[src/rtl/twcw_pkg.sv]
// ============================================================================
// twcw_pkg - shared types and constants of the text window character writer
// Command and register codes, the queued operation, configuration and result
// records, and the back-end sequencer states.
// ============================================================================
`timescale 1ns / 1ps
`default_nettype none

package twcw_pkg;

    localparam int IDX_W       = 16;    // holds any window cell index
    localparam int CELL_W      = 24;    // colour, attribute, character
    localparam int QUEUE_DEPTH = 2;
    localparam int QPTR_W      = $clog2(QUEUE_DEPTH);

    localparam logic [1:0] CMD_PUT  = 2'd0;
    localparam logic [1:0] CMD_SET  = 2'd1;
    localparam logic [1:0] CMD_READ = 2'd2;

    localparam logic [2:0] CFG_WIN_LEFT   = 3'd0;
    localparam logic [2:0] CFG_WIN_TOP    = 3'd1;
    localparam logic [2:0] CFG_WIN_WIDTH  = 3'd2;
    localparam logic [2:0] CFG_WIN_HEIGHT = 3'd3;
    localparam logic [2:0] CFG_LINE_PITCH = 3'd4;
    localparam logic [2:0] CFG_CUR_ATTR   = 3'd5;
    localparam logic [2:0] CFG_CUR_COLOR  = 3'd6;
    localparam logic [2:0] CFG_FILL_CHAR  = 3'd7;

    localparam logic [7:0] NEWLINE_CODE = 8'd10;
    localparam logic [7:0] SPACE_CODE   = 8'd32;

    typedef enum logic [2:0] {
        OP_CHAR,
        OP_NEWLINE,
        OP_SET,
        OP_READ,
        OP_NOP
    } op_kind_t;

    typedef struct packed {
        op_kind_t    kind;
        logic [7:0]  ch;
        logic [7:0]  ncol;
        logic [4:0]  nrow;
        logic [11:0] addr;
    } op_t;

    typedef struct packed {
        logic [6:0] win_left;
        logic [4:0] win_top;
        logic [7:0] win_width;
        logic [5:0] win_height;
        logic [7:0] line_pitch;
        logic [7:0] cur_attr;
        logic [7:0] cur_color;
        logic [7:0] fill_char;
    } cfg_t;

    typedef struct packed {
        logic [7:0] cursor_col;
        logic [4:0] cursor_row;
        logic       scrolled;
        logic [7:0] cell_char;
        logic [7:0] cell_attr;
        logic [7:0] cell_color;
    } res_t;

    typedef enum logic [3:0] {
        ST_CLEAR,
        ST_IDLE,
        ST_READ,
        ST_PREP,
        ST_BODY,
        ST_EMIT,
        ST_SC_RD,
        ST_SC_WR,
        ST_SC_FILL
    } back_state_t;

endpackage

`default_nettype wire

[src/rtl/twcw_fifo.sv]
// ============================================================================
// twcw_fifo - short operation queue between front end and back end
// Holds classified operations so that intake and execution stall apart.
// ============================================================================
`timescale 1ns / 1ps
`default_nettype none

module twcw_fifo
    import twcw_pkg::*;
(
    input  wire logic clk,
    input  wire logic rst_n,
    input  wire logic push,
    input  wire op_t  push_op,
    input  wire logic pop,
    output op_t       head,
    output logic      full,
    output logic      empty
);

    op_t              slot_reg [QUEUE_DEPTH];
    logic [QPTR_W-1:0] wr_ptr_reg, wr_ptr_next;
    logic [QPTR_W-1:0] rd_ptr_reg, rd_ptr_next;
    logic [QPTR_W:0]   cnt_reg, cnt_next;
    logic              do_push, do_pop;

    assign full    = (cnt_reg == (QPTR_W+1)'(QUEUE_DEPTH));
    assign empty   = (cnt_reg == '0);
    assign do_push = push && !full;
    assign do_pop  = pop && !empty;
    assign head    = slot_reg[rd_ptr_reg];

    always_comb
    begin
        wr_ptr_next = wr_ptr_reg;
        rd_ptr_next = rd_ptr_reg;
        cnt_next    = cnt_reg;
        if (do_push)
        begin
            wr_ptr_next = (wr_ptr_reg == QPTR_W'(QUEUE_DEPTH - 1)) ? '0
                                                                   : wr_ptr_reg + 1'b1;
        end
        if (do_pop)
        begin
            rd_ptr_next = (rd_ptr_reg == QPTR_W'(QUEUE_DEPTH - 1)) ? '0
                                                                   : rd_ptr_reg + 1'b1;
        end
        if (do_push && !do_pop)
        begin
            cnt_next = cnt_reg + 1'b1;
        end
        else if (do_pop && !do_push)
        begin
            cnt_next = cnt_reg - 1'b1;
        end
    end

    always_ff @(posedge clk or negedge rst_n)
    begin
        if (!rst_n)
        begin
            wr_ptr_reg <= '0;
            rd_ptr_reg <= '0;
            cnt_reg    <= '0;
        end
        else
        begin
            wr_ptr_reg <= wr_ptr_next;
            rd_ptr_reg <= rd_ptr_next;
            cnt_reg    <= cnt_next;
        end
    end

    always_ff @(posedge clk)
    begin
        if (do_push)
        begin
            slot_reg[wr_ptr_reg] <= push_op;
        end
    end

endmodule

`default_nettype wire

[config.mk]
export PLATFORM = sky130hd
export DESIGN_NAME = twcw_fifo
export DESIGN_NICKNAME = d
export VERILOG_FILES = /design/src/rtl/twcw_pkg.sv /design/src/rtl/twcw_fifo.sv
export SDC_FILE = /design/constraint.sdc
export NUM_CORES = 1
export LEC_CHECK = 0
export BUFFER_PORTS_ARGS = -buffer_cell sky130_fd_sc_hd__buf_2
export CAP_MARGIN = 20
export CORE_MARGIN = 10
export CORE_UTILIZATION = 56
export DETAILED_ROUTE_END_ITERATION = 16
export GPL_TIMING_DRIVEN = 1
export PLACE_DENSITY = 0.95
export SETUP_SLACK_MARGIN = 0.1
export SLEW_MARGIN = 20
export SYNTH_ARGS = -nofsm -noshare
export SYNTH_HDL_FRONTEND = slang
export SYNTH_SLANG_ARGS = --single-unit
export TNS_END_PERCENT = 100
[constraint.sdc]
create_clock -name clk -period 5.5 [get_ports clk]
set_clock_uncertainty 0.15 [all_clocks]
set_input_delay 0.275 -clock clk [delete_from_list [all_inputs] [get_ports clk]]
set_output_delay 0.275 -clock clk [all_outputs]
set_load 0.1 [all_outputs]
==> metrics.cfg <==
[run_status]
outcome = finished clean

[cts]
clock_sinks = 76
cts.reportedPaths.clkPinSlew_ns = 0.06
clock_latency_ns = 0.31
clockBufferDepth = 2
cts_tree = done
cts_resized = 0
root_buffer = clkbuf_8
cts_max_level = 3
cts_made_buffers = 9

[die]
start_util = 0.576
core-area_mm2 = 0.00511
die_height_um = 92.5
ioPinCount = 78
die_x_um = 92.5
rows = 26
die_area_mm2 = 0.00856

[critical_path]
critical_path_arrival_ns = 2.17
timing.rr.end = slot_reg[0][1]
critPathKind = register to output pin
crit_start = rd_ptr_reg
r2r-start = cnt_reg[0]
worst-endpoint-required_ns = 5.08
r2r_slack_ns = 3.39
crit_fanout = 37
reg2regPathDepth = 3
start_kind = register
end_kind = output pin
critPathCapture = head[20]

[yosys]
seq_area_frac_synth = 0.768
syn_area_mm2 = 0.00294
syn_inst = 131
yosys_register_bits = 76
synth_nets = 172
avgSynthCellArea_um2 = 22.5
synth.distinct_cells = 15
yosysWarnings = 0

[global_route]
antenna_found_initial = 0
grt_pass1_wl_um = 8900
grt_max_degree = 38
grt_pass1_vias = 1788
grt.overflow.total = 0
groute.usage.overall = 0.134

[min_path]
min-delay-path-class = primary input to register

[route]
drt_first_iter_violations = 75
drc = 0
avgRoutedWirePerCell_um = 17.4
viasPerCell = 4.83
ant_nets = 0
vias = 1583
wl_um = 5690
firstDrtPassIters = 4

[timing]
final_max_slew_viol_count = 0
fin_crit_sh = 0.471
setup_viol = 0
setup_tns_ns = 0
rsz0062_at_grt = false
period_minus_slack_ns = 2.59
timing_hold_violations_final = 0
worst_pin_slew_ns = 1.07
hold_ws_ns = 0.136
max_clock_freq_mhz = 386
slew_headroom = 0.284

[place]
hpwl_um = 3650
gp_congestion = 0.698
place_inst = 274
port_buffers = 77

[flow_run]
max-cap-violations = 0

[final_layout]
final_cells = 328
largest_reg_flops = 72
final_nets = 293
area_growth_syn_to_layout_pct = 31.7
num-fill-cells = 312
drive_gt1_frac = 0.486

[area by class of cell]
cell class	instances	area, um^2	area share
clock buffer	16	150	0.0387
inverter	2	7.51	0.00194
tap	70	87.6	0.0226
multi-input combinational	49	612	0.158
sequential	76	2260	0.584
antenna	1	2.50	0.000645
timing repair buffer	114	756	0.195
[worst min path at each step]
stage / slack [ns] / start / to / depth (start not counted)
3_3_place_gp: -0.07 / rst_n / wr_ptr_reg / 1
4_1_cts: 0.11 / rst_n / wr_ptr_reg / 2
2_1_floorplan: -0.17 / rst_n / cnt_reg[0] / 0
3_5_place_dp: -0.06 / rst_n / wr_ptr_reg / 1
5_1_grt: 0.13 / pop / rd_ptr_reg / 3
6_report: 0.14 / pop / rd_ptr_reg / 3
[cells in the final DEF (no fill, tap or decap), types with 2 or more instances in the layout]
cell	instances
dlygate4sd3_1	37
inv_1	2
buf_2	77
xor2_1	2
mux2_2	7
dfrtp_1	3
nor2_1	2
clkbuf_1	7
xnor2_1	3
edfxtp_1	72
clkbuf_8	9
mux2_4	29
[critical path, stage by stage, from the launching register on]
cell and delay [ns]:
dfrtp_2 1.08, mux2_2 0.33, buf_2 0.43
[cells in the mapped netlist]
library cell	instances	area, um^2
edfxtp_1	72	2160
xor2_1	2	17.5
o21ai_1	1	5.00
inv_1	2	7.51
nand2b_1	1	6.26
buf_12	3	60.1
dfrtp_1	4	100
mux2_4	29	435
nor2_1	3	11.3
and3_1	1	6.26
buf_6	1	11.3
xnor2_1	3	26.3
mux2_2	7	78.8
nand2_1	1	3.75
ha_1	1	12.5
[per-layer routing]
| metal | up-vias | GRT usage | share of wire |
|---|---|---|---|
| li1 | 749 | - | - |
| met1 | 768 | 0.137 | 0.38 |
| met2 | 56 | 0.237 | 0.54 |
| met3 | 10 | 0.0412 | 0.064 |
| met4 | 0 | 0.0810 | 0.023 |
| met5 | - | 0 | 0 |
[kinds of logic after synthesis]
family          count (synthesis)  synth area share
simple gates                    6           0.00935
buf+inv                         6            0.0268
fa+ha+maj                       1           0.00425
compound gates                  1           0.00170
flops                          76             0.768
xor+xnor                        5            0.0149
mux                            36             0.175
[what timing repair did]
action,CTS,global route
endpoints found under the setup margin,0,0
endpoints found under the hold margin,76,0
hold buffers,37,0
setup buffers,0,0
[stage by stage]
stage                      util  instance area [um^2]  worst slack, ns
after floorplan               -                  2940             2.75
after global placement    0.657                  3360             3.25
final                     0.759                  3880             2.91
after detailed placement  0.657                  3360             3.24
after CTS                 0.759                  3880             2.88
after global routing      0.759                  3880             2.79
Power is not shown: default switching activity piles up to over one toggle a cycle in this logic, so the estimate is an artifact.
