===== config.mk =====
export PLATFORM = sky130hd
export DESIGN_NAME = twcw_front
export DESIGN_NICKNAME = d
export VERILOG_FILES = /design/src/rtl/twcw_pkg.sv /design/src/rtl/twcw_front.sv
export SDC_FILE = /design/constraint.sdc
export NUM_CORES = 1
export LEC_CHECK = 0
export BUFFER_PORTS_ARGS = -buffer_cell sky130_fd_sc_hd__buf_4
export CORE_MARGIN = 5
export CORE_UTILIZATION = 26
export DETAILED_ROUTE_END_ITERATION = 16
export PLACE_DENSITY = 0.95
export SLEW_MARGIN = 40
export SYNTH_ARGS = -nofsm -noshare
export SYNTH_HDL_FRONTEND = slang
export SYNTH_SLANG_ARGS = --single-unit

===== constraint.sdc =====
create_clock -name vclk -period 1.05
set_input_delay 0.105 -clock vclk [all_inputs]
set_output_delay 0.105 -clock vclk [all_outputs]
set_load 0.005 [all_outputs]

===== src/rtl/twcw_pkg.sv =====
// ============================================================================
// twcw_pkg - shared types and constants of the text window character writer
// Command and register codes, the queued operation, configuration and result
// records, and the back-end sequencer states.
// ============================================================================
`timescale 1ns / 1ps
`default_nettype none

package twcw_pkg;

    localparam int IDX_W       = 16;    // holds any window cell index
    localparam int CELL_W      = 24;    // colour, attribute, character
    localparam int QUEUE_DEPTH = 2;
    localparam int QPTR_W      = $clog2(QUEUE_DEPTH);

    localparam logic [1:0] CMD_PUT  = 2'd0;
    localparam logic [1:0] CMD_SET  = 2'd1;
    localparam logic [1:0] CMD_READ = 2'd2;

    localparam logic [2:0] CFG_WIN_LEFT   = 3'd0;
    localparam logic [2:0] CFG_WIN_TOP    = 3'd1;
    localparam logic [2:0] CFG_WIN_WIDTH  = 3'd2;
    localparam logic [2:0] CFG_WIN_HEIGHT = 3'd3;
    localparam logic [2:0] CFG_LINE_PITCH = 3'd4;
    localparam logic [2:0] CFG_CUR_ATTR   = 3'd5;
    localparam logic [2:0] CFG_CUR_COLOR  = 3'd6;
    localparam logic [2:0] CFG_FILL_CHAR  = 3'd7;

    localparam logic [7:0] NEWLINE_CODE = 8'd10;
    localparam logic [7:0] SPACE_CODE   = 8'd32;

    typedef enum logic [2:0] {
        OP_CHAR,
        OP_NEWLINE,
        OP_SET,
        OP_READ,
        OP_NOP
    } op_kind_t;

    typedef struct packed {
        op_kind_t    kind;
        logic [7:0]  ch;
        logic [7:0]  ncol;
        logic [4:0]  nrow;
        logic [11:0] addr;
    } op_t;

    typedef struct packed {
        logic [6:0] win_left;
        logic [4:0] win_top;
        logic [7:0] win_width;
        logic [5:0] win_height;
        logic [7:0] line_pitch;
        logic [7:0] cur_attr;
        logic [7:0] cur_color;
        logic [7:0] fill_char;
    } cfg_t;

    typedef struct packed {
        logic [7:0] cursor_col;
        logic [4:0] cursor_row;
        logic       scrolled;
        logic [7:0] cell_char;
        logic [7:0] cell_attr;
        logic [7:0] cell_color;
    } res_t;

    typedef enum logic [3:0] {
        ST_CLEAR,
        ST_IDLE,
        ST_READ,
        ST_PREP,
        ST_BODY,
        ST_EMIT,
        ST_SC_RD,
        ST_SC_WR,
        ST_SC_FILL
    } back_state_t;

endpackage

`default_nettype wire


===== src/rtl/twcw_front.sv =====
// ============================================================================
// twcw_front - input intake and command classification
// Takes items from the input channel, sorts them into operations and pushes
// them into the queue.
// ============================================================================
`timescale 1ns / 1ps
`default_nettype none

module twcw_front
    import twcw_pkg::*;
(
    input  wire logic        in_valid,
    output logic             in_stall,
    input  wire logic [1:0]  cmd,
    input  wire logic [7:0]  char_code,
    input  wire logic [7:0]  new_col,
    input  wire logic [4:0]  new_row,
    input  wire logic [11:0] cell_addr,
    input  wire logic        queue_full,
    input  wire logic        clearing,
    output logic             push,
    output op_t              push_op
);

    assign in_stall = queue_full || clearing;
    assign push     = in_valid && !in_stall;

    always_comb
    begin
        push_op.ch   = char_code;
        push_op.ncol = new_col;
        push_op.nrow = new_row;
        push_op.addr = cell_addr;
        unique case (cmd)
            CMD_PUT:
            begin
                if (char_code == NEWLINE_CODE)
                begin
                    push_op.kind = OP_NEWLINE;
                end
                else
                begin
                    push_op.kind = OP_CHAR;
                    // control codes show as a space
                    if (char_code < SPACE_CODE)
                    begin
                        push_op.ch = SPACE_CODE;
                    end
                end
            end
            CMD_SET:  push_op.kind = OP_SET;
            CMD_READ: push_op.kind = OP_READ;
            default:  push_op.kind = OP_NOP;
        endcase
    end

endmodule

`default_nettype wire


==> flow_summary.json, run 1 <==
{
  "startpoint_type": "input pin",
  "routedWlPerCell_um": 13.2,
  "post_synth_instance_area_um2": 365,
  "port_buffers": 26,
  "final_number_of_hold_violating_endpoints": 0,
  "regArea_um2": 0,
  "core-area_um2": 1320,
  "area_of_the_die_um2": 2250,
  "layout-drive-gt1-share": 0.778,
  "cpMaxStageDelayCell": "nor4b_4",
  "critical_path.cell_chain": "buf_8 -> inv_4 -> ha_4 -> nor4b_4 -> buf_4 -> and2b_2 -> buf_6",
  "yosysSeqAreaShare": 0,
  "synth.lib_cells_used.distinct": 15,
  "syn_nets": 89,
  "synth_largest_area_cell": "buf_4",
  "firstDrtPassIters": 2,
  "n_antenna_cell": 0,
  "outcome": "finished, violations left",
  "grt_start_max_net_pins": 6,
  "unrepaired_setup_endpoints_after_global_routing": "true",
  "synth.mux.area_fraction": 0.0274,
  "first_global_vias": 302,
  "seq_cell_count": 0,
  "synth_commonest_cells": "25 x buf_4, 5 x inv_1, 3 x and2b_2, 3 x nor2_1",
  "floorplan.die.height_um": 47.5,
  "met3_wirelength_um": 110,
  "critPathKind": "in2out",
  "design.final.nets": 96,
  "failing_checks": "negative setup slack",
  "timing.slew.headroom": 0.841,
  "synth_cells": 49,
  "dpl.hpwl_um": 807,
  "route.top_layer_used": "met4",
  "place.gp.congestion": 0.582,
  "timing.critical_path.required_ns": 0.94,
  "crit_end_element": "primary output",
  "worst_slew_pin_slew_ns": 0.238,
  "antenna_found_initial": 0,
  "vdd_drop_max_v": 0.0000804,
  "synth_compound_area_frac": 0.0514,
  "finalSetupViolCount": 6,
  "drc_violation_total_after_the_first_tritonroute_iteration": 1,
  "worst_hold_slack_ns": 0.210,
  "clockBufferCount": 0,
  "cellPowerDensity_nw_per_um2": 356,
  "drc_violations_left": 0,
  "initial_utilization": 0.277,
  "sum_of_routed_wire_segments_on_met1_um": 214,
  "routed_wire_length_on_met2_um": 580,
  "synth_top_area_frac": 0.514,
  "global_route_wire_length_before_repair_um": 1320,
  "nFillCells": 141,
  "route.final.wire_length_um": 910,
  "synthesis.area_per_instance_um2": 7.46,
  "crit_fanout": 5,
  "post-synth-top-count-cell": "buf_4",
  "post-route-period-util": 1.15,
  "timing.final.crit_period_ns": 1.20,
  "finalMaxSlewViolations": 0,
  "via_count": 294,
  "row_count": 13,
  "yosys.area_share.xor_xnor": 0,
  "post_synth_fa_ha_maj_area_fraction": 0.0685,
  "setup_total_negative_slack_ns": -0.692,
  "clock.fmax_mhz": 832,
  "cpPeakStageDelay_ns": 0.22,
  "antenna_left": 0,
  "track_usage": 0.0801,
  "power.leakage_uw": 0.000248,
  "synth_simple_gate_area_frac": 0.250,
  "combinational_family_with_the_most_area_after_synthesis": "buffers and inverters",
  "layout-area-overhead-vs-synth_pct": 26.7,
  "die_width_um": 47.5,
  "io_pins": 76,
  "min-delay-path-class": "in2out",
  "final_critical_path_setup_slack_ns": -0.153,
  "crit_arrival_ns": 1.10,
  "ys.warnings.count": 0,
  "design_power_total_uw": 165,
  "grt-ovfl-total": 0,
  "synth_area_leaders": "buf_4 51%, and2b_2 7.2%, ha_1 6.8%, nor4b_4 6.5%, inv_1 5.1%",
  "maxCapViolations": 0,
  "viasPerCell": 4.26
}
-- kinds of logic (layout without fill, tap and decap cells) --
logic type                 count (synthesis)  after routing
AOI/OAI and AO/OA                          3              3
adders and majority gates                  2              2
buffers and inverters                     32             37
muxes                                      1              1
and+or+nand+nor                           11             11
-- power breakdown --
part | internal (uW) | leakage, uW | total [uW] | switching (uW)
combinational | 108 | 0.000248 | 165 | 57.4
sequential | 0 | 0 | 0 | 0
clock | 0 | 0 | 0 | 0
total | 108 | 0.000248 | 165 | 57.4
-- routing by layer --
metal	track usage	vias up
met5	0	-
met4	0.0221	0
met3	0.0113	2
met2	0.187	18
met1	0.0622	138
li1	-	136
-- critical path, delay by kind of cell --
kind	cells	cell delay (ns)
and+or+nand+nor	2	0.44
adders and majority gates	1	0.13
buffers and inverters	4	0.43
-- what timing repair did --
item | in CTS | in global routing
setup buffers | 2 | 0
hold buffers | 0 | 0
pin swaps | 1 | 2
setup endpoints to repair | 6 | 6
resized for setup | 10 | 2
-- cell type report --
cell class | count | area, um2 | area share
Timing Repair Buffer | 32 | 263 | 0.568
Multi-Input combinational cell | 17 | 158 | 0.341
Inverter | 5 | 23.8 | 0.0514
Tap cell | 15 | 18.8 | 0.0405
-- cell usage in the layout (no fill, tap or decap) --
cell	count
buf_6	4
and2b_2	3
nor2b_1	1
or2_2	1
nor4b_4	1
inv_1	3
buf_4	27
nand3_1	1
inv_4	2
o21ai_0	2
ha_1	1
mux2i_1	1
nor2_1	3
ha_4	1
a31o_2	1
nand4_2	1
buf_8	1
-- final timing paths --
check / start / end / slack (ns) / cells after the start
setup / recovery: cmd[0] / push_op[29] / -0.15 / 7
hold / removal: cell_addr[10] / push_op[10] / 0.21 / 0
-- through the flow --
step / cells / cell area (um2) / worst slack [ns] / utilization
3_5_place_dp: 67 / 408 / -0.360 / 0.310
5_1_grt: 69 / 463 / -0.204 / 0.351
2_1_floorplan: 49 / 365 / 0.0382 / -
3_3_place_gp: 67 / 408 / -0.212 / 0.310
6_report: 69 / 463 / -0.153 / 0.351
4_1_cts: 69 / 457 / -0.159 / 0.347
(Power assumes the default switching activity.)
==> run 2: changes to the inputs <==
- CORE_UTILIZATION: 26 -> 23
- PLACE_DENSITY: 0.95 -> 0.92
- clock period: 1.05 -> 1.1 ns (I/O delays scaled with it)
==> flow_summary.json, run 2 (synthesized netlist as in run 1, its figures left out) <==
{
  "grt_start_max_net_pins": 5,
  "dpl.hpwl_um": 777,
  "firstDrtPassIters": 1,
  "final_number_of_hold_violating_endpoints": 0,
  "worst_slew_pin_slew_ns": 0.268,
  "swShare": 0.340,
  "area_of_the_die_um2": 2490,
  "outcome": "finished, violations left",
  "critPathKind": "in2out",
  "place.gp.congestion": 0.600,
  "design_area_um2": 479,
  "design_power_total_uw": 160,
  "worst_hold_slack_ns": 0.220,
  "unrepaired_setup_endpoints_after_global_routing": "true",
  "power_report.internal_total_uw": 106,
  "timing.final.crit_period_ns": 1.25,
  "layout_commonest_cell": "buf_4",
  "floorplan.die.height_um": 49.9,
  "drc_violations_left": 0,
  "track_usage": 0.0680,
  "finalMaxSlewViolations": 0,
  "proportion_of_power_drawn_by_flip_flops_and_latches": 0,
  "p_comb_frac": 1.000,
  "antenna_found_initial": 0,
  "met3_wirelength_um": 91,
  "seq_cell_count": 0,
  "crit_fanout": 4,
  "drc_violation_total_after_the_first_tritonroute_iteration": 0,
  "final_critical_path_setup_slack_ns": -0.151,
  "route.top_layer_used": "met3",
  "port_buffers": 26,
  "timing.slew.headroom": 0.820,
  "clock_power_share": 0,
  "setup_total_negative_slack_ns": -0.603,
  "maxCapViolations": 0,
  "core-area_um2": 1510,
  "post-route-period-util": 1.14,
  "design.final.nets": 98,
  "min-delay-path-class": "in2out",
  "route.final.wire_length_um": 891,
  "via_count": 306,
  "grt-ovfl-total": 0,
  "net-switching-power_uw": 54.3,
  "layout-drive-gt1-share": 0.786,
  "top_library_cells_by_usage_in_the_layout_fill_and_taps_aside": "29 x buf_4, 4 x buf_6, 3 x nor2_1, 3 x and2b_2, 3 x inv_1",
  "global_route_wire_length_before_repair_um": 1460,
  "sum_of_routed_wire_segments_on_met1_um": 267,
  "power.leakage_uw": 0.000259,
  "routedWlPerCell_um": 12.4,
  "row_count": 14,
  "viasPerCell": 4.25,
  "first_global_vias": 341,
  "finalSetupViolCount": 6,
  "routed_wire_length_on_met2_um": 533,
  "regArea_um2": 0,
  "io_pins": 76,
  "timing.critical_path.required_ns": 0.99,
  "cellPowerDensity_nw_per_um2": 334,
  "holdBufCountCts": 0,
  "placement.cell_area_um2": 417,
  "n_antenna_cell": 0,
  "vdd_drop_max_v": 0.0000974,
  "postLayoutCoreUtil": 0.318,
  "layout-area-overhead-vs-synth_pct": 31.2,
  "initial_utilization": 0.243,
  "die_width_um": 49.9,
  "clock.fmax_mhz": 800,
  "crit_arrival_ns": 1.14,
  "startpoint_type": "input pin",
  "antenna_left": 0,
  "failing_checks": "negative setup slack",
  "clockBufferCount": 0,
  "crit_end_element": "primary output"
}
run 2: cell count changes in the layout (fill, tap and decap cells not counted), sizes merged:
cell and delta:
buf +2
run 2: critical path, stage by stage:
cell     delay (ns)
buf_8          0.10
inv_6          0.05
ha_4           0.12
nor4b_4        0.24
buf_4          0.18
and2b_2        0.22
buf_6          0.11
run 2: worst paths after layout:
path	to	startpoint	slack, ns	depth (start not counted)
worst max-delay path	push_op[29]	cmd[1]	-0.15	7
worst min-delay path	push_op[16]	new_row[4]	0.22	0
run 2: area by class of cell:
cell class | count | area (um2)
repair buffers | 34 | 278
inverters | 5 | 23.8
well taps | 16 | 20.0
multi-input cells | 17 | 158
fillers | 167 | 1030
run 2: what timing repair did:
item | in CTS | in global routing
endpoints found under the hold margin | 0 | 0
resized for setup | 10 | 2
pin swaps | 2 | 0
setup endpoints to repair | 6 | 6
buffers inserted | 3 | 0
run 2: through the flow:
stage	std cells	worst slack [ns]
floorplan	49	0.0782
global placement	69	-0.179
detailed placement	69	-0.262
CTS	72	-0.132
global route	72	-0.216
finish	72	-0.151
run 2: layer usage:
metal | GRT usage | vias to the layer above
li1 | - | 140
met1 | 0.0627 | 144
met2 | 0.146 | 22
met3 | 0.0151 | 0
met4 | 0.00873 | 0
met5 | 0 | -
run 2: power groups by stage:
stage	clock network [uW]	logic, uW	registers, uW
finish	0	160	0
global route	0	174	0
CTS	0	160	0
detailed placement	0	141	0
global placement	0	138	0
floorplan	0	114	0
==> run 3: changes to the inputs <==
- CORE_MARGIN: 5 -> 4
- CORE_UTILIZATION: 23 -> 26
- PLACE_DENSITY: 0.92 -> 0.95
- clock period: 1.1 -> 1.2 ns (I/O delays scaled with it)
==> flow_summary.json, run 3 (synthesized netlist as in run 1, its figures left out) <==
{
  "outcome": "finished, violations left",
  "failing_checks": "negative setup slack",
  "critPathKind": "in2out",
  "holdPathStages": 0,
  "cellPowerDensity_nw_per_um2": 300,
  "routedWlPerCell_um": 11.4,
  "first_global_vias": 284,
  "worst_slew_pin_slew_ns": 0.279,
  "holdBufCountCts": 0,
  "grt_start_max_net_pins": 4,
  "route.final.wire_length_um": 835,
  "drc_violations_left": 0,
  "design.final.nets": 100,
  "layout-area-overhead-vs-synth_pct": 33.9,
  "crit_arrival_ns": 1.14,
  "swShare": 0.332,
  "crit_end_element": "primary output",
  "track_usage": 0.0681,
  "proportion_of_power_drawn_by_flip_flops_and_latches": 0,
  "crit_fanout": 3,
  "final_number_of_hold_violating_endpoints": 0,
  "clockBufferCount": 0,
  "firstDrtPassIters": 2,
  "power.leakage_uw": 0.000275,
  "viasPerCell": 3.99,
  "setup_total_negative_slack_ns": -0.204,
  "area_of_the_die_um2": 2070,
  "core-area_um2": 1320,
  "nFillCells": 142,
  "timing.critical_path.required_ns": 1.08,
  "port_buffers": 26,
  "via_count": 291,
  "global_route_wire_length_before_repair_um": 1130,
  "net-switching-power_uw": 48.8,
  "clock.fmax_mhz": 793,
  "placement.cell_area_um2": 415,
  "unrepaired_setup_endpoints_after_global_routing": "true",
  "layout_commonest_cell": "buf_4",
  "post-place-cells": 68,
  "final_critical_path_setup_slack_ns": -0.0612,
  "grt-ovfl-total": 0,
  "timing.slew.headroom": 0.813,
  "startpoint_type": "input pin",
  "vdd_drop_max_v": 0.0000763,
  "regArea_um2": 0,
  "p_comb_frac": 1.000,
  "floorplan.die.height_um": 45.5,
  "min-delay-path-class": "in2out",
  "antenna_left": 0,
  "finalSetupViolCount": 5,
  "seq_cell_count": 0,
  "dpl.hpwl_um": 707,
  "timing.final.crit_period_ns": 1.26,
  "antenna_found_initial": 0,
  "place.gp.congestion": 0.662,
  "io_pins": 76,
  "layout-drive-gt1-share": 0.793,
  "clock_power_share": 0,
  "worst_hold_slack_ns": 0.240,
  "maxCapViolations": 0,
  "drc_violation_total_after_the_first_tritonroute_iteration": 1,
  "power_report.internal_total_uw": 98.1,
  "n_antenna_cell": 0,
  "top_library_cells_by_usage_in_the_layout_fill_and_taps_aside": "31 x buf_4, 5 x buf_6, 3 x nor2_1, 3 x and2b_2, 3 x inv_1",
  "initial_utilization": 0.277,
  "finalMaxSlewViolations": 0,
  "design_area_um2": 489,
  "post-route-period-util": 1.05,
  "die_width_um": 45.5,
  "row_count": 13,
  "instances_no_fill": 73
}
[run 3: cell count changes in the layout (fill, tap and decap cells not counted), sizes merged]
| cell | change |
|---|---|
| buf | +2 |
[run 3: worst paths after layout]
kind	slack (ns)	from	to
worst max-delay path	-0.06	cmd[0]	push_op[25]
worst min-delay path	0.24	new_row[0]	push_op[12]
[run 3: timing repair]
item | in CTS | in global routing
setup buffers | 3 | 2
resized for setup | 11 | 2
cloned | 0 | 0
endpoints found under the setup margin | 6 | 6
pin swaps | 2 | 2
[run 3: through the flow]
step	total power (uW)	setup WS, ns	util
final	147	-0.0612	0.371
after CTS	144	-0.0642	0.358
after detailed placement	127	-0.165	0.315
after floorplan	104	0.158	-
after global placement	125	-0.119	0.315
after global routing	160	-0.102	0.371
[run 3: metal layers]
layer	up-vias	track usage	share of wire
met5	-	0	0
met4	0	0.0117	0.0072
met3	2	0.0119	0.17
met2	20	0.139	0.54
met1	125	0.0698	0.29
li1	144	-	-
[run 3: power by group through the flow]
stage | registers [uW] | logic, uW | clock network (uW)
floorplan | 0 | 104 | 0
global placement | 0 | 125 | 0
detailed placement | 0 | 127 | 0
CTS | 0 | 144 | 0
global route | 0 | 160 | 0
finish | 0 | 147 | 0
[run 3: critical path: stages]
cell     delay (ns)
buf_6          0.10
inv_4          0.05
ha_4           0.12
nor4b_4        0.25
buf_4          0.18
and2b_2        0.21
buf_6          0.11
[run 3: layout make-up]
class	count	area, um2	area share
well taps	15	18.8	0.0384
multi-input cells	17	158	0.322
repair buffers	36	289	0.591
inverters	5	23.8	0.0486
